[src/sv/uart_rx_with_rts_send_gate_macros.svh]
// assertion macros shared by the uart receiver and send gate modules
`ifndef UART_RX_WITH_RTS_SEND_GATE_MACROS_SVH
`define UART_RX_WITH_RTS_SEND_GATE_MACROS_SVH
`ifndef SYNTH
// same-cycle implication, sampled on clk, off during reset
`define URTS_ASSERT_NOW(label, ante, cons) \
    label: assert property (@(posedge clk) disable iff (!rst_n) (ante) |-> (cons)) \
        else $error("urts check failed");
// next-cycle implication, sampled on clk, off during reset
`define URTS_ASSERT_NEXT(label, ante, cons) \
    label: assert property (@(posedge clk) disable iff (!rst_n) (ante) |=> (cons)) \
        else $error("urts check failed");
`else
`define URTS_ASSERT_NOW(label, ante, cons)
`define URTS_ASSERT_NEXT(label, ante, cons)
`endif
`endif

[src/sv/urts_pkg.sv]
// types and constants for the uart receiver with rts send gate
package urts_pkg;

    localparam int DATA_W     = 8;
    localparam int CFG_W      = 8;
    localparam int CFG_ADDR_W = 1;
    localparam int TICK_W     = 9;
    localparam int BITS_W     = 4;

    localparam logic [CFG_ADDR_W-1:0] CFG_BIT_PERIOD  = 1'b0;
    localparam logic [CFG_ADDR_W-1:0] CFG_RTS_HOLDOFF = 1'b1;

    localparam logic [CFG_W-1:0]  BIT_PERIOD_RST  = 8'd13;
    localparam logic [CFG_W-1:0]  RTS_HOLDOFF_RST = 8'd17;
    localparam logic [TICK_W-1:0] TICK_RST        = 9'd1;
    localparam logic [TICK_W-1:0] TICK_MAX        = 9'd511;
    localparam logic [7:0]        GAP_MAX         = 8'd255;
    localparam logic [BITS_W-1:0] DATA_BITS       = 4'd8;

    typedef enum logic [2:0] {
        PH_WAIT = 3'b001,
        PH_DATA = 3'b010,
        PH_STOP = 3'b100
    } rx_phase_t;

    typedef struct packed {
        logic              valid;
        logic [DATA_W-1:0] data;
    } rx_res_t;

    typedef struct packed {
        logic              valid;
        logic [DATA_W-1:0] data;
        logic              dropped;
    } send_res_t;

endpackage

[src/sv/urts_rx.sv]
// 8n1 serial receiver, one tick per step, result registered on the step
`include "uart_rx_with_rts_send_gate_macros.svh"
module urts_rx (
    input  logic                                clk,
    input  logic                                rst_n,
    input  logic                                step,
    input  logic                                line_bit,
    input  logic [urts_pkg::CFG_W-1:0]          bit_period,
    output urts_pkg::rx_res_t                   res
);

    urts_pkg::rx_phase_t                phase_reg, phase_next;
    logic [urts_pkg::TICK_W-1:0]        tick_reg, tick_next;
    logic [urts_pkg::BITS_W-1:0]        bits_reg, bits_next;
    logic [urts_pkg::DATA_W-1:0]        shift_reg, shift_next;
    urts_pkg::rx_res_t                  res_reg, res_next;

    logic                               sample;
    logic [urts_pkg::DATA_W-1:0]        shifted;
    logic [urts_pkg::BITS_W-1:0]        bits_inc;

    always_comb
    begin
        sample   = tick_reg >= {1'b0, bit_period};
        shifted  = {line_bit, shift_reg[urts_pkg::DATA_W-1:1]};
        bits_inc = bits_reg + urts_pkg::BITS_W'(1);

        phase_next = phase_reg;
        tick_next  = (tick_reg == urts_pkg::TICK_MAX) ? tick_reg
                                                      : tick_reg + urts_pkg::TICK_W'(1);
        bits_next  = bits_reg;
        shift_next = shift_reg;
        res_next   = '0;

        case (phase_reg)
            urts_pkg::PH_DATA:
            begin
                if (sample)
                begin
                    shift_next = shifted;
                    tick_next  = urts_pkg::TICK_W'(1);
                    bits_next  = bits_inc;
                    if (bits_inc >= urts_pkg::DATA_BITS)
                    begin
                        phase_next = urts_pkg::PH_STOP;
                        // zero byte is consumed silently
                        if (shifted != '0)
                        begin
                            res_next.valid = 1'b1;
                            res_next.data  = shifted;
                        end
                    end
                end
            end
            urts_pkg::PH_STOP:
            begin
                if (sample)
                    phase_next = urts_pkg::PH_WAIT;
            end
            default:
            begin
                phase_next = urts_pkg::PH_WAIT;
                if (!line_bit)
                begin
                    phase_next = urts_pkg::PH_DATA;
                    tick_next  = '0;
                    bits_next  = '0;
                end
            end
        endcase
    end

    always_ff @(posedge clk or negedge rst_n)
    begin
        if (!rst_n)
        begin
            phase_reg <= urts_pkg::PH_WAIT;
            tick_reg  <= urts_pkg::TICK_RST;
            bits_reg  <= '0;
            shift_reg <= '0;
        end
        else if (step)
        begin
            phase_reg <= phase_next;
            tick_reg  <= tick_next;
            bits_reg  <= bits_next;
            shift_reg <= shift_next;
        end
    end

    always_ff @(posedge clk)
    begin
        if (step)
            res_reg <= res_next;
    end

    assign res = res_reg;

    `URTS_ASSERT_NEXT(a_rx_byte_enters_stop, step && res_next.valid, phase_reg == urts_pkg::PH_STOP)
    `URTS_ASSERT_NOW(a_rx_bits_bound, phase_reg == urts_pkg::PH_DATA, bits_reg < urts_pkg::DATA_BITS)
    `URTS_ASSERT_NOW(a_rx_stop_full_byte, phase_reg == urts_pkg::PH_STOP, bits_reg == urts_pkg::DATA_BITS)

endmodule

[src/sv/urts_send.sv]
// host byte queue in a synchronous memory with the rts send gate and gap counter
`include "uart_rx_with_rts_send_gate_macros.svh"
module urts_send #(
    parameter int QUEUE_DEPTH = 16
) (
    input  logic                                clk,
    input  logic                                rst_n,
    input  logic                                step,
    input  logic                                rts_n,
    input  logic [urts_pkg::DATA_W-1:0]         host_byte,
    input  logic [urts_pkg::CFG_W-1:0]          rts_holdoff,
    output urts_pkg::send_res_t                 res
);

    localparam int PTR_W = $clog2(QUEUE_DEPTH);
    localparam int CNT_W = $clog2(QUEUE_DEPTH + 1);
    localparam logic [PTR_W-1:0] LAST_SLOT = PTR_W'(QUEUE_DEPTH - 1);
    localparam logic [CNT_W-1:0] FULL_CNT  = CNT_W'(QUEUE_DEPTH);

    logic [urts_pkg::DATA_W-1:0] mem [QUEUE_DEPTH];
    logic [urts_pkg::DATA_W-1:0] mem_q;

    logic [PTR_W-1:0]            head_reg, head_next;
    logic [PTR_W-1:0]            tail_reg, tail_next;
    logic [CNT_W-1:0]            used_reg, used_next;
    logic [7:0]                  gap_reg, gap_next;
    logic                        armed_reg, armed_next;

    logic                        fwd_reg;
    logic [urts_pkg::DATA_W-1:0] fwd_byte_reg;
    logic                        valid_reg;
    logic                        dropped_reg;

    logic                        has_byte, full, enq, dropped, release_now, fwd;
    logic [CNT_W-1:0]            used_enq;
    logic [7:0]                  gap_inc;

    function automatic logic [PTR_W-1:0] slot_inc(input logic [PTR_W-1:0] p);
        return (p == LAST_SLOT) ? '0 : p + PTR_W'(1);
    endfunction

    always_comb
    begin
        has_byte    = host_byte != '0;
        full        = used_reg == FULL_CNT;
        enq         = has_byte && !full;
        dropped     = has_byte && full;
        used_enq    = used_reg + CNT_W'(enq);
        release_now = armed_reg && (used_enq != '0);
        gap_inc     = (gap_reg == urts_pkg::GAP_MAX) ? gap_reg : gap_reg + 8'd1;
        gap_next    = release_now ? 8'd0 : gap_inc;
        armed_next  = !rts_n && (gap_next > rts_holdoff);
        head_next   = release_now ? slot_inc(head_reg) : head_reg;
        tail_next   = enq ? slot_inc(tail_reg) : tail_reg;
        used_next   = used_enq - CNT_W'(release_now);
        // byte written and released in the same tick never reaches the read port
        fwd         = enq && release_now && (head_reg == tail_reg);
    end

    always_ff @(posedge clk or negedge rst_n)
    begin
        if (!rst_n)
        begin
            head_reg  <= '0;
            tail_reg  <= '0;
            used_reg  <= '0;
            gap_reg   <= '0;
            armed_reg <= 1'b0;
        end
        else if (step)
        begin
            head_reg  <= head_next;
            tail_reg  <= tail_next;
            used_reg  <= used_next;
            gap_reg   <= gap_next;
            armed_reg <= armed_next;
        end
    end

    always_ff @(posedge clk)
    begin
        if (step && enq)
            mem[tail_reg] <= host_byte;
        if (step && release_now)
            mem_q <= mem[head_reg];
    end

    always_ff @(posedge clk)
    begin
        if (step)
        begin
            fwd_reg      <= fwd;
            fwd_byte_reg <= host_byte;
            valid_reg    <= release_now;
            dropped_reg  <= dropped;
        end
    end

    always_comb
    begin
        res.valid   = valid_reg;
        res.dropped = dropped_reg;
        if (!valid_reg)
            res.data = '0;
        else if (fwd_reg)
            res.data = fwd_byte_reg;
        else
            res.data = mem_q;
    end

    `URTS_ASSERT_NOW(a_used_bound, 1'b1, used_reg <= FULL_CNT)
    `URTS_ASSERT_NOW(a_empty_ptrs, used_reg == '0, head_reg == tail_reg)
    `URTS_ASSERT_NEXT(a_gap_cleared, step && release_now, gap_reg == 8'd0)

endmodule

[src/sv/uart_rx_with_rts_send_gate.sv]
// top level: uart receiver and rts send gate with request pipeline and output register
// One request is one serial-line tick and one result comes back for every request. A new
// request is taken every cycle while the output side keeps up. The first stage registers the
// receiver result and the send queue memory read at the edge that takes the request; the
// output register then loads from the first stage when the output side is free, and presents
// the result until it is taken. The queue memory needs no clearing pass after reset. When the
// output stalls with both stages full, in_stall rises in the same cycle; with the first stage
// empty, one more request is still taken. The user is to write bit_period and rts_holdoff only
// while no request is in flight; the block itself does not enforce this.
`include "uart_rx_with_rts_send_gate_macros.svh"
module uart_rx_with_rts_send_gate #(
    parameter int QUEUE_DEPTH = 16
) (
    input  logic                                clk,
    input  logic                                rst_n,
    input  logic                                cfg_we,
    input  logic [urts_pkg::CFG_ADDR_W-1:0]     cfg_addr,
    input  logic [urts_pkg::CFG_W-1:0]          cfg_data,
    input  logic                                in_valid,
    output logic                                in_stall,
    input  logic                                line_bit,
    input  logic                                rts_n,
    input  logic [urts_pkg::DATA_W-1:0]         host_byte,
    output logic                                out_valid,
    input  logic                                out_stall,
    output logic                                rx_valid,
    output logic [urts_pkg::DATA_W-1:0]         rx_byte,
    output logic                                send_valid,
    output logic [urts_pkg::DATA_W-1:0]         send_byte,
    output logic                                host_dropped
);

    logic [urts_pkg::CFG_W-1:0] bit_period_reg;
    logic [urts_pkg::CFG_W-1:0] rts_holdoff_reg;

    logic                       s1_valid_reg;
    logic                       out_valid_reg;
    urts_pkg::rx_res_t          out_rx_reg;
    urts_pkg::send_res_t        out_send_reg;

    urts_pkg::rx_res_t          rx_res;
    urts_pkg::send_res_t        send_res;

    logic                       out_free, s1_move, s1_free, step;

    always_comb
    begin
        out_free = !out_valid_reg || !out_stall;
        s1_move  = s1_valid_reg && out_free;
        s1_free  = !s1_valid_reg || s1_move;
        step     = in_valid && s1_free;
    end

    assign in_stall = !s1_free;

    always_ff @(posedge clk or negedge rst_n)
    begin
        if (!rst_n)
        begin
            bit_period_reg  <= urts_pkg::BIT_PERIOD_RST;
            rts_holdoff_reg <= urts_pkg::RTS_HOLDOFF_RST;
        end
        else if (cfg_we)
        begin
            case (cfg_addr)
                urts_pkg::CFG_BIT_PERIOD:  bit_period_reg  <= cfg_data;
                urts_pkg::CFG_RTS_HOLDOFF: rts_holdoff_reg <= cfg_data;
                default: ;
            endcase
        end
    end

    urts_rx u_rx (
        .clk        (clk),
        .rst_n      (rst_n),
        .step       (step),
        .line_bit   (line_bit),
        .bit_period (bit_period_reg),
        .res        (rx_res)
    );

    urts_send #(
        .QUEUE_DEPTH (QUEUE_DEPTH)
    ) u_send (
        .clk         (clk),
        .rst_n       (rst_n),
        .step        (step),
        .rts_n       (rts_n),
        .host_byte   (host_byte),
        .rts_holdoff (rts_holdoff_reg),
        .res         (send_res)
    );

    always_ff @(posedge clk or negedge rst_n)
    begin
        if (!rst_n)
        begin
            s1_valid_reg  <= 1'b0;
            out_valid_reg <= 1'b0;
        end
        else
        begin
            if (s1_free)
                s1_valid_reg <= step;
            if (out_free)
                out_valid_reg <= s1_move;
        end
    end

    always_ff @(posedge clk)
    begin
        if (s1_move)
        begin
            out_rx_reg   <= rx_res;
            out_send_reg <= send_res;
        end
    end

    assign out_valid    = out_valid_reg;
    assign rx_valid     = out_rx_reg.valid;
    assign rx_byte      = out_rx_reg.data;
    assign send_valid   = out_send_reg.valid;
    assign send_byte    = out_send_reg.data;
    assign host_dropped = out_send_reg.dropped;

    `URTS_ASSERT_NEXT(a_held_stage_kept, s1_valid_reg && !out_free, s1_valid_reg && out_valid_reg)
    `URTS_ASSERT_NOW(a_no_step_on_stall, in_stall, !step)
    `URTS_ASSERT_NEXT(a_out_kept_on_stall, out_valid_reg && out_stall, out_valid_reg && $stable(out_rx_reg) && $stable(out_send_reg))

endmodule

[config.mk]
export PLATFORM = sky130hd
export DESIGN_NAME = uart_rx_with_rts_send_gate
export DESIGN_NICKNAME = d
export VERILOG_FILES = /design/src/sv/urts_pkg.sv /design/src/sv/urts_rx.sv /design/src/sv/urts_send.sv /design/src/sv/uart_rx_with_rts_send_gate.sv
export VERILOG_INCLUDE_DIRS = /design/src /design/src/sv
export SDC_FILE = /design/constraint.sdc
export NUM_CORES = 1
export LEC_CHECK = 0
export BUFFER_PORTS_ARGS = -buffer_cell sky130_fd_sc_hd__buf_4
export CELL_PAD_IN_SITES_DETAIL_PLACEMENT = 0
export CELL_PAD_IN_SITES_GLOBAL_PLACEMENT = 1
export CORE_ASPECT_RATIO = 1.75
export CORE_UTILIZATION = 49
export CTS_BUF_LIST = sky130_fd_sc_hd__clkbuf_8
export DETAILED_ROUTE_END_ITERATION = 10
export PLACE_DENSITY = 0.82
export SETUP_SLACK_MARGIN = 0.4
export SLEW_MARGIN = 30
export SYNTH_ARGS = -nofsm -noshare
export SYNTH_HDL_FRONTEND = slang
export SYNTH_SLANG_ARGS = --single-unit
[constraint.sdc]
create_clock -name clk -period 3.5 [get_ports clk]
set_input_delay 0.175 -clock clk [delete_from_list [all_inputs] [get_ports clk]]
set_output_delay 0.175 -clock clk [all_outputs]
set_load 0.02 [all_outputs]
== Word-level counts from Yosys, hierarchy flattened ==
Memories as Yosys holds them, arrays and structs flattened. A register that Yosys moved wholly into a read port is not among the register bits.
Cells that the tools add are included.
Word-level totals
  register bits after elaboration: 103
  latch bits: 0
  memory bits (writable): 128
  memory bits (read-only): 0
  input port bits: 24
  output and inout bits: 21
  word-level logic and storage cells: 99
  memories kept: 1
Memory list
  u_send.mem: words 16, bits a word 8, read ports 1, clocked after memory_dff 1, wr ports 1, line urts_send.sv:20  | logic [urts_pkg::DATA_W-1:0] mem [QUEUE_DEPTH];
Operators by class
  add/sub/neg operators: 7
  $mul: 0
  divide/modulo/power cells: 0
  magnitude comparators: 3
  equality and inequality tests: 12
  shifts and indexed selects: 0
  mux-type cells: 20
  bitwise gates (word level): 2
  reduce and logical (&&, ||, !) cells: 30
Operator list (number)
  9-bit two-way mux: 4
  8-bit two-way mux: 3
  9-bit case mux with 2 select lines: 1
  4-bit two-way mux: 4
  8-bit nonzero test: 2
  4-bit by 1-bit adder with 4-bit output, second input constant: 3
  4-bit AND reduction: 3
  1-bit logical AND: 10
  9-bit by 1-bit adder with 9-bit output, second input constant: 1
  9-bit == test, second input constant: 1
  9-bit by 8-bit greater-or-equal comparator with 1-bit output: 1
  3-bit two-way mux: 3
  8-bit by 1-bit adder with 8-bit output, second input constant: 1
  4-bit == test, second input constant: 2
  8-bit == test, second input constant: 1
  8-bit > comparator: 1
  2-bit by 1-bit inequality test with 1-bit output, second input constant: 4
  4-bit case mux with 2 select lines: 1
  2-bit AND reduction: 4
  1-bit zero test: 6
  3-bit case mux with 2 select lines: 1
  3-bit AND reduction: 2
  5-bit by 1-bit adder with 5-bit output: 1
  5-bit == test, second input constant: 1
  other kinds (10): 13

== Longest topological paths before layout ==
Gate-level depths: netlist of the first run.
  word-level depth: 9
  mapped depth: 18
  gate-level depth less buffers: 17

== By module ==
From an unflattened synthesis of the first run, not the netlist that was laid out.
Second synthesis, totals
  cells, all modules: 712
  area total of the unflattened synthesis: 10501.3 µm²
By module, submodules not included
  urts_send: instances 1, cells an instance 489, area an instance 7418.4 µm², sequential area each 4964.8 µm²
  urts_rx: instances 1, cells an instance 161, area an instance 1778.0 µm², sequential area each 848.3 µm²
  uart_rx_with_rts_send_gate: instances 1, cells an instance 62, area an instance 1305.0 µm², sequential area each 1027.2 µm²

== Least setup slack after synthesis of the first run ==
No wires, ideal clock.
  kind: reg2reg
  start: reg u_send.used_reg[2]
  end: reg u_send.armed_reg
  library setup time: 121 ps
  arrival: 3374 ps
  required time: 3379 ps
  slack: 5 ps
  stages on the path, launching flop included: 19
  clock period less this slack: 3495 ps
  cell sequence: dfrtp_1 -> buf_4 -> nor4_1 -> nand2_1 -> and2_1 -> ha_1 -> ha_1 -> xnor2_1 -> a31oi_1 -> o41ai_4 -> inv_4 -> a31oi_2 -> o21a_1 -> ha_1 -> o21ai_0 -> a21oi_1 -> nor3_1 -> o31ai_1 -> a22o_1
On the way
  longest elaborated chain between the ends: 9
RTL lines
  from (decl): line urts_send.sv:25  | logic [CNT_W-1:0] used_reg, used_next;
  from (signal assigned): line urts_send.sv:74  | used_reg <= used_next;
  5-bit == test: line urts_send.sv:45  | full = used_reg == FULL_CNT;
  1-bit zero test: line urts_send.sv:46  | enq = has_byte && !full;
  1-bit logical AND: line urts_send.sv:46
  5-bit by 1-bit adder with 5-bit output *: line urts_send.sv:48  | used_enq = used_reg + CNT_W'(enq);
  5-bit nonzero test *: line urts_send.sv:49  | release_now = armed_reg && (used_enq != '0);
  1-bit logical AND *: line urts_send.sv:49
  via u_send.release_now: line urts_send.sv:34  | logic has_byte, full, enq, dropped, release_now, fwd;
  8-bit two-way mux *: line urts_send.sv:51  | gap_next = release_now ? 8'd0 : gap_inc;
  via u_send.gap_next[3]: line urts_send.sv:26  | logic [7:0] gap_reg, gap_next;
  8-bit > comparator *: line urts_send.sv:52  | armed_next = !rts_n && (gap_next > rts_holdoff);
  1-bit logical AND *: line urts_send.sv:52
  to (signal assigned): line urts_send.sv:76  | armed_reg <= armed_next;
  to (decl): line urts_send.sv:27  | logic armed_reg, armed_next;
Mark *: on every way through the listed nets, which the timed path passes. The rest lies on a longest branch.
A chain may end at the register's enable or synchronous reset.

== Final worst setup path of the first run ==
  start: reg u_send.used_reg[0]
  end: reg u_send.armed_reg
The elaborated chain is that of the path after synthesis.

==> qor.yml, run 1 <==
yosysTopAreaCell: "edfxtp_1"
hold_path.class: "input port to flop"
grt_max_degree: 64
avgRoutedWirePerCell_um: 20.5
ys_ff_latch: 238
io_pins: 45
cts.clk_slew.worst_paths_ps: 70
viasPerCell: 5.79
crit_type: "flop to flop"
grt_use_total_pct: 21.1
grt_overflow: 0
setup_tns_ps: 0
finalClockSkew_ps: 17.4
drc: 1
globalplace.congestion: 0.806
finalNonFillerCells: 1107
end_kind: "flop"
cp.required_ps: 3950
rsz0062_at_grt: "yes"
status: "finished, violations left"
cts-htree-levels: 1
place_inst: 1024
tightest_slew_ps: 837
clock_latency_ps: 570
grt_pass1_vias: 6715
synth_top_area_share_pct: 50.7
cts_root_buffer: "clkbuf_8"
dieArea_um2: 21800
yosysWarnings: 0
setup_viol: 0
coreArea_um2: 20800
cts_buffers: 31
ir_worst_vdd_mv: 0.377
routed_wl_mm: 22.7
nNetsFinal: 881
slew_violations: 0
finalCritPeriodShare_pct: 94.8
grt_pass1_wl_mm: 35.2
std_cell_rows: 70
synth-seq-area-share_pct: 65.9
synth_edf_count: 175
final_cell_area_um2: 12300
drv_cap: 0
die_h_um: 194
syn_avg_cell_area_um2: 14.5
final_antenna_net_count: 0
dp_hpwl_mm: 15.8
syn-cell-area_um2: 10400
crit_fanout: 4
synth-main-ff-cell: "edfxtp_1"
violations: "design-rule violations"
yosysMostFrequentCell: "edfxtp_1"
async_flop_share_pct: 26.5
n_fill_cell: 1630
io_buffers: 44
synth_common_cells: "175 x edfxtp_1, 56 x dfrtp_1, 39 x nand2_1"
arrival_ps: 3770
cts_tree: "built"
yosysUniqueCellTypes: 65
firstDrtPassIters: 7
final_layout_size_suffix_gt1_share_pct: 25.5
p_per_area_nw_per_um2: 668
start_kind: "flop"
postSynthCellCount: 717
initial_core_util_pct: 49.8
antenna_found_initial: 1
whs_ps: 41.1
largest_reg_flops: 128
syn2layout_area_growth_pct: 18.1
max_freq_mhz: 301
die_w_um: 112
report.final.hold_viol_count: 0
syn-num-nets: 769
max-slew-margin-rel_pct: 44.2
fin_crit_ps: 3320
p_leak_nw: 4.62
via_count: 6412
initialDrtViolationCount: 297
placed_area_um2: 11300
cts_buffer_depth: 3
clock_sinks: 238
post_synth_main_area_contributors: "edfxtp_1 51%, dfrtp_1 14%, mux4_2 5.2%, ha_1 3.4%, mux2_2 2.0%"
fin_util_pct: 58.8
-- worst max-delay path, stage by stage, from the launching register on --
cell     delay, ps
dfrtp_1        400
nor4_2         280
nand2_1        110
and2_4         170
ha_4           170
ha_4           170
xnor2_2        130
a31oi_2        130
o41ai_4        410
inv_4           90
a31oi_4        170
o21a_1         140
ha_1           230
o21ai_1         80
a21oi_1         50
nor3_1         190
o31ai_1        100
a22o_1         180
-- worst paths after layout --
| kind | cells past startpoint | end | slack, ps | start |
|---|---|---|---|---|
| setup / recovery | 17 | u_send.armed_reg | 180 | u_send.used_reg[0] |
| hold / removal | 4 | bit_period_reg[2] | 40 | cfg_addr |
| setup reg to reg | 17 | u_send.armed_reg | 180 | u_send.used_reg[0] |
| hold reg to reg | 0 | rx_byte[3] | 420 | u_rx.res[3] |
| max in group asynchronous | 2 | u_send.used_reg[1] | 2690 | rst_n |
| min in group asynchronous | 2 | u_rx.shift_reg[1] | 230 | rst_n |
-- final cells by class --
| type | count | area [µm²] | share of cell area [%] |
|---|---|---|---|
| multi-input cells | 419 | 3430 | 28.0 |
| clock inverters | 27 | 231 | 1.89 |
| diodes | 1 | 2.50 | 0.0204 |
| clock buffers | 31 | 427 | 3.48 |
| inverters | 28 | 108 | 0.878 |
| flip-flops and latches | 238 | 6840 | 55.8 |
| well taps | 252 | 315 | 2.57 |
| repair buffers | 111 | 896 | 7.31 |
-- kinds of logic after synthesis --
group	synth area share, %
mux	8.90
compound gates	8.54
fa+ha+maj	3.38
buf+inv	2.30
xor+xnor	1.77
flops	65.9
simple gates	9.17
-- layout by cell type (no fill, tap or decap), drive strengths merged, types with 16 or more instances in the layout --
master       count
a21oi           38
and2            19
buf             94
clkbuf          31
clkinv          16
dfrtp           56
dlygate4sd3     17
edfxtp         175
ha              28
inv             33
mux2            18
mux2i           18
mux4            24
nand2           39
nand3           21
nor2            30
nor2b           21
o21ai           32
-- stage by stage --
| stage | worst slack, ps | total power, mW |
|---|---|---|
| floorplan | 108 | 5.26 |
| global placement | 70.1 | 5.88 |
| detailed placement | 49.8 | 5.97 |
| CTS | 188 | 8.19 |
| global route | 6.80 | 8.61 |
| finish | 183 | 8.18 |
-- per-layer routing --
layer  part of all wire, %  track usage (%)
met5                     0                0
met4                   5.0             11.6
met3                   3.8             2.49
met2                    57             41.5
met1                    34             21.0
-- power by group --
part | internal [mW] | total, mW | switching, mW | leakage [nW]
Sequential | 3.42 | 3.78 | 0.361 | 2.38
Combinational | 1.08 | 2.26 | 1.18 | 1.89
Clock | 1.14 | 2.14 | 1.01 | 0.351
-- what timing repair did --
item / in CTS / in global routing
pin swaps: 5 / 1
endpoints found under the setup margin: 4 / 5
hold buffers: 17 / 0
gates resized for setup: 7 / 5
buffers inserted: 6 / 1
hold endpoints to repair: 87 / 0
Power figures use the tool's default switching activity.
==> run 2: changes to the inputs <==
- CORE_UTILIZATION: 49 -> 58
- PLACE_DENSITY: 0.82 -> unset
- PLACE_DENSITY_LB_ADDON: unset -> 0.05
- SETUP_SLACK_MARGIN: 0.4 -> 0.02
- clock period: 3.5 -> 3.9 ns (I/O delays scaled with it)
==> run 2 against run 1 <==
Largest power group unchanged. Core utilization is 9.4 points higher. Critical endpoint unchanged. Combinational power down 19%. Routed wire length decreased by 1.7%. Register-to-register slack better by 97 ps. Clock skew down 2.1 ps. Final cell count is 4.0% lower. Clock power fell by 18%. Highest routed layer unchanged. Power fell by 15%. Setup slack better by 10 ps. Die area is 15% lower. First-iteration DRC count is 7.7% higher. The flow now finishes without violations. Critical path depth increased by 3.
==> qor.yml, run 2 (synthesized netlist as in run 1, its figures left out) <==
crit_family: "compound AO/OA/AOI/OAI gates"
p_per_area_nw_per_um2: 586
antenna_found_initial: 0
final_layout_size_suffix_gt1_share_pct: 22.1
path_cells: "dlygate4sd3_1 > buf_4 > nor4_4 > buf_4 > nand2_1 > and2_1 > ha_1 > buf_4 > a311oi_2 > a31oi_2 > o41ai_4 > inv_4 > a31oi_2 > o21a_1 > ha_1 > o21ai_0 > a21oi_1 > nor3_1 > o31ai_1 > a22o_1"
clock_sinks: 238
largest_reg_flops: 128
cp.required_ps: 4290
ir_worst_vdd_mv: 0.334
grt_use_total_pct: 25.7
finalClockSkew_ps: 15.3
layout_common_cells: "175 x edfxtp_1, 68 x buf_4, 54 x dfrtp_1"
arrival_ps: 4100
regArea_um2: 6840
cts.clk_slew.worst_paths_ps: 60
report.final.hold_viol_count: 0
clock_latency_ps: 500
via_count: 6299
end_kind: "flop"
drc: 0
cts-htree-levels: 2
tightest_slew_ps: 883
status: "complete, no violations"
whs_ps: 28.4
power_frac_seq_pct: 48.4
fin_crit_ps: 3710
hold_start: "rts_n"
syn2layout_area_growth_pct: 14.7
switchingPower_mw: 2.20
globalplace.congestion: 0.834
dp_hpwl_mm: 15.1
place_inst: 986
setup_tns_ps: 0
finalCritPeriodShare_pct: 95.0
io_buffers: 44
grt_overflow: 0
critPathBufInv: 5
coreArea_um2: 17500
crit_fanout: 18
max_freq_mhz: 270
n_fill_cell: 1302
final_cell_area_um2: 11900
std_cell_rows: 64
grt_pass1_wl_mm: 34.4
cts_tree: "built"
hold_path.class: "input port to flop"
layout_commonest_cell: "edfxtp_1"
slowest_delay_ps: 540
grt_pass1_vias: 6517
firstDrtPassIters: 7
crit_type: "input port to flop"
cts_buffers: 35
viasPerCell: 5.93
p_clk_share_pct: 25.3
p_leak_nw: 4.51
avgRoutedWirePerCell_um: 20.9
grt_max_degree: 64
multi_input_area_um2: 3350
cts_root_buffer: "clkbuf_8"
final_antenna_net_count: 0
r2r-start: "u_send.used_reg[1]"
cts_buffer_depth: 3
drv_cap: 0
max-slew-margin-rel_pct: 41.0
routed_wl_mm: 22.3
internal_power_mw: 4.77
insertedDiodeCount: 0
nNetsFinal: 858
finalNonFillerCells: 1063
pwr-share-comb_pct: 26.3
setup_viol: 0
sw_frac_of_total_pct: 31.6
io_pins: 45
initialDrtViolationCount: 320
die_w_um: 103
initial_core_util_pct: 59.4
start_kind: "input port"
crit_top_cell: "buf_4"
placed_area_um2: 11100
postCtsSetupBuffers: 0
slew_violations: 0
die_h_um: 179
dieArea_um2: 18400
crit_slowest_cell: "dlygate4sd3_1"
startpoint: "host_byte[1]"
rsz0062_at_grt: "no"
-- run 2: cell count changes in the layout (fill, tap and decap cells not counted), sizes merged, moves of 3 or more --
cell / delta
dlygate4sd3: -3
bufinv: -4
buf: -24
clkbuf: +5
clkinv: -6
inv: +11
-- run 2: stage by stage --
stage	utilization, %	setup WS [ps]	power (mW)
after floorplan	-	405	4.66
after global placement	63.5	311	5.17
after detailed placement	63.6	263	5.23
after CTS	67.9	210	7.01
after global routing	68.2	27.3	7.36
final	68.2	194	6.97
-- run 2: path summary, 6_finish.rpt --
kind | slack, ps | cells after the start | to
min in group asynchronous | 320 | 2 | u_rx.shift_reg[1]
min reg2reg | 420 | 0 | rx_byte[2]
max | 190 | 20 | u_send.armed_reg
min | 30 | 3 | u_send.armed_reg
max in group asynchronous | 2980 | 2 | u_send.head_reg[3]
max reg2reg | 280 | 17 | u_send.armed_reg
-- run 2: repair_timing --
item                       4_1_cts  5_1_grt
hold endpoints to repair        94        0
setup endpoints to repair        0        1
hold buffers                    14        0
resized for setup                0        8
-- run 2: power groups by stage --
stage                     clock [mW]  sequential, mW  combinational [mW]
after global placement             0            3.40                1.76
after detailed placement           0            3.42                1.80
after CTS                       1.81            3.37                1.83
after global routing            1.92            3.43                2.02
final                           1.76            3.38                1.83
after floorplan                    0            3.28                1.38
-- run 2: layout make-up --
cell class,instances,share of cell area (%)
inverter,28,0.904
multi-input combinational,419,28.2
clock inverter,27,0.989
timing repair buffer,84,5.81
clock buffer,36,4.16
sequential,238,57.5
tap,231,2.43
-- run 2: routing by layer --
layer / part of all wire, % / wire length (µm) / up-vias / GRT usage (%)
met5: 0 / 0 / - / 0
met4: 4.6 / 1020 / 0 / 14.0
met3: 4.3 / 966 / 61 / 3.12
met2: 56 / 12500 / 195 / 47.5
met1: 35 / 7770 / 3123 / 27.9
li1: - / - / 2920 / -
-- run 2: worst register-to-register path: stages (launching register included) --
cell,delay (ps)
dfrtp_1,460
nor4_2,270
nand2_1,120
and2_1,190
ha_1,240
buf_4,150
a311oi_2,280
a31oi_2,80
o41ai_4,470
inv_4,110
a31oi_2,180
o21a_1,150
ha_1,230
o21ai_0,90
a21oi_1,60
nor3_1,150
o31ai_1,100
a22o_1,170
==> run 3: changes to the inputs <==
- ABC_AREA: unset -> 0
- CTS_BUF_LIST: sky130_fd_sc_hd__clkbuf_8 -> sky130_fd_sc_hd__clkbuf_4
- RECOVER_POWER: unset -> 50
==> run 3 against run 2 <==
Routed wire length up 0.29%. Count of clock-buffer cells in the layout up 30. Design area about the same. Die area unchanged. Register-to-register slack about the same. The run now ends with max-capacitance violations, max-slew violations left. Core utilization down 0.057 points. Clock power down 2%. Non-clock buffer count up 8. Final cell count up 3.7%. Global-route usage down 0.053 points. Maximum frequency up 1.1%.
==> qor.yml, run 3 (synthesized netlist as in run 1, its figures left out) <==
max_freq_mhz: 273
via_count: 6420
setup_tns_ps: 0
grt_pass1_vias: 6691
clock_latency_ps: 630
syn2layout_area_growth_pct: 14.6
cts.clk_slew.worst_paths_ps: 70
drc: 0
slowest_delay_ps: 530
setup_viol: 0
sw_frac_of_total_pct: 31.9
final_antenna_net_count: 0
pwr-share-comb_pct: 26.2
crit_top_cell: "ha_1"
grt_overflow: 0
finalClockSkew_ps: 21.5
largest_reg_flops: 128
power_frac_seq_pct: 48.9
final_layout_size_suffix_gt1_share_pct: 23.0
cts_buffers: 52
initialDrtViolationCount: 252
report.final.hold_viol_count: 0
routed_wl_mm: 22.3
crit_type: "input port to flop"
start_kind: "input port"
coreArea_um2: 17500
layout_commonest_cell: "edfxtp_1"
critPathBufInv: 4
die_h_um: 179
switchingPower_mw: 2.20
p_leak_nw: 4.48
viasPerCell: 5.83
grt_pass1_wl_mm: 34.4
fin_crit_ps: 3670
arrival_ps: 4180
cts_root_buffer: "clkbuf_4"
p_per_area_nw_per_um2: 580
max-slew-margin-rel_pct: -6.47
firstDrtPassIters: 5
slew_violations: 64
dieArea_um2: 18400
violations: "max-capacitance violations, max-slew violations"
p_clk_share_pct: 24.9
cts_buffer_depth: 3
finalCritPeriodShare_pct: 94.0
cp.required_ps: 4410
cts-htree-levels: 2
antenna_found_initial: 1
dp_hpwl_mm: 15.1
crit_slowest_cell: "dlygate4sd3_1"
std_cell_rows: 64
tightest_slew_ps: 1600
path_cells: "dlygate4sd3_1 > buf_4 > nor4_1 > buf_4 > nand2_1 > and2_1 > ha_1 > ha_1 > xnor2_1 > a31oi_1 > o41ai_4 > inv_4 > nor3_1 > ha_1 > o21ai_0 > a21oi_1 > nor3_1 > o31ai_1 > a22o_1"
initial_core_util_pct: 59.4
whs_ps: 85.9
grt_max_degree: 64
die_w_um: 103
globalplace.congestion: 0.834
layout_common_cells: "175 x edfxtp_1, 67 x clkbuf_4, 53 x buf_4"
internal_power_mw: 4.70
crit_fanout: 18
status: "finished, violations left"
clock_sinks: 238
hold_path.class: "input port to flop"
io_buffers: 44
rsz0062_at_grt: "no"
drv_cap: 1
end_kind: "flop"
ir_worst_vdd_mv: 0.280
cts_tree: "built"
io_pins: 45
grt_use_total_pct: 25.7
postCtsSetupBuffers: 0
crit_family: "compound AO/OA/AOI/OAI gates"
avgRoutedWirePerCell_um: 20.3
nNetsFinal: 883
## run 3: through the flow
step	instance area (µm²)	instances	power (mW)	worst slack [ps]	util (%)
after global placement	11100	986	5.17	311	63.5
after floorplan	10400	717	4.66	405	-
final	11900	1102	6.90	234	68.1
after CTS	11900	1101	6.97	300	68.3
after global routing	11900	1102	7.30	41.6	68.1
after detailed placement	11100	986	5.23	263	63.6
## run 3: metal layers
| metal | wire (µm) | track usage, % |
|---|---|---|
| met1 | 7640 | 27.0 |
| met2 | 12600 | 47.9 |
| met3 | 1070 | 3.63 |
| met4 | 1010 | 14.0 |
| met5 | 0 | 0 |
## run 3: cell type report
| cell class | count | area (µm²) |
|---|---|---|
| Antenna cell | 1 | 2.50 |
| Clock buffer | 66 | 495 |
| Clock inverter | 27 | 116 |
| Fill cell | 1329 | 5570 |
| Inverter | 28 | 108 |
| Multi-Input combinational cell | 419 | 3310 |
| Sequential cell | 238 | 6850 |
| Tap cell | 231 | 289 |
| Timing Repair Buffer | 92 | 719 |
## run 3: worst paths after layout
path                                         start                 end  slack, ps  cells past startpoint
min in group asynchronous                    rst_n   u_rx.shift_reg[6]        500                      2
worst min-delay path                      cfg_addr   bit_period_reg[1]         90                      4
worst min register to register         u_rx.res[8]            rx_valid        420                      0
worst max-delay path                  host_byte[5]    u_send.armed_reg        230                     19
max in group asynchronous                    rst_n  u_send.head_reg[0]       2310                      2
worst max register to register  u_send.used_reg[1]    u_send.armed_reg        290                     16
## run 3: tightest hold or removal path, delay by kind of cell
family	cells	cell delay, ps
and+or+nand+nor	2	290
buffers and inverters	1	110
AOI/OAI and AO/OA	1	60
## run 3: repair_timing
action,CTS,global route
resized for setup,0,3
endpoints found under the setup margin,0,1
hold buffers,22,0
hold endpoints to repair,215,0
## run 3: power groups by stage
| stage | clock network (mW) | registers [mW] | logic, mW |
|---|---|---|---|
| 6_report | 1.72 | 3.37 | 1.81 |
| 4_1_cts | 1.77 | 3.37 | 1.83 |
| 5_1_grt | 1.88 | 3.42 | 2.00 |
| 3_3_place_gp | 0 | 3.40 | 1.76 |
| 3_5_place_dp | 0 | 3.42 | 1.80 |
| 2_1_floorplan | 0 | 3.28 | 1.38 |
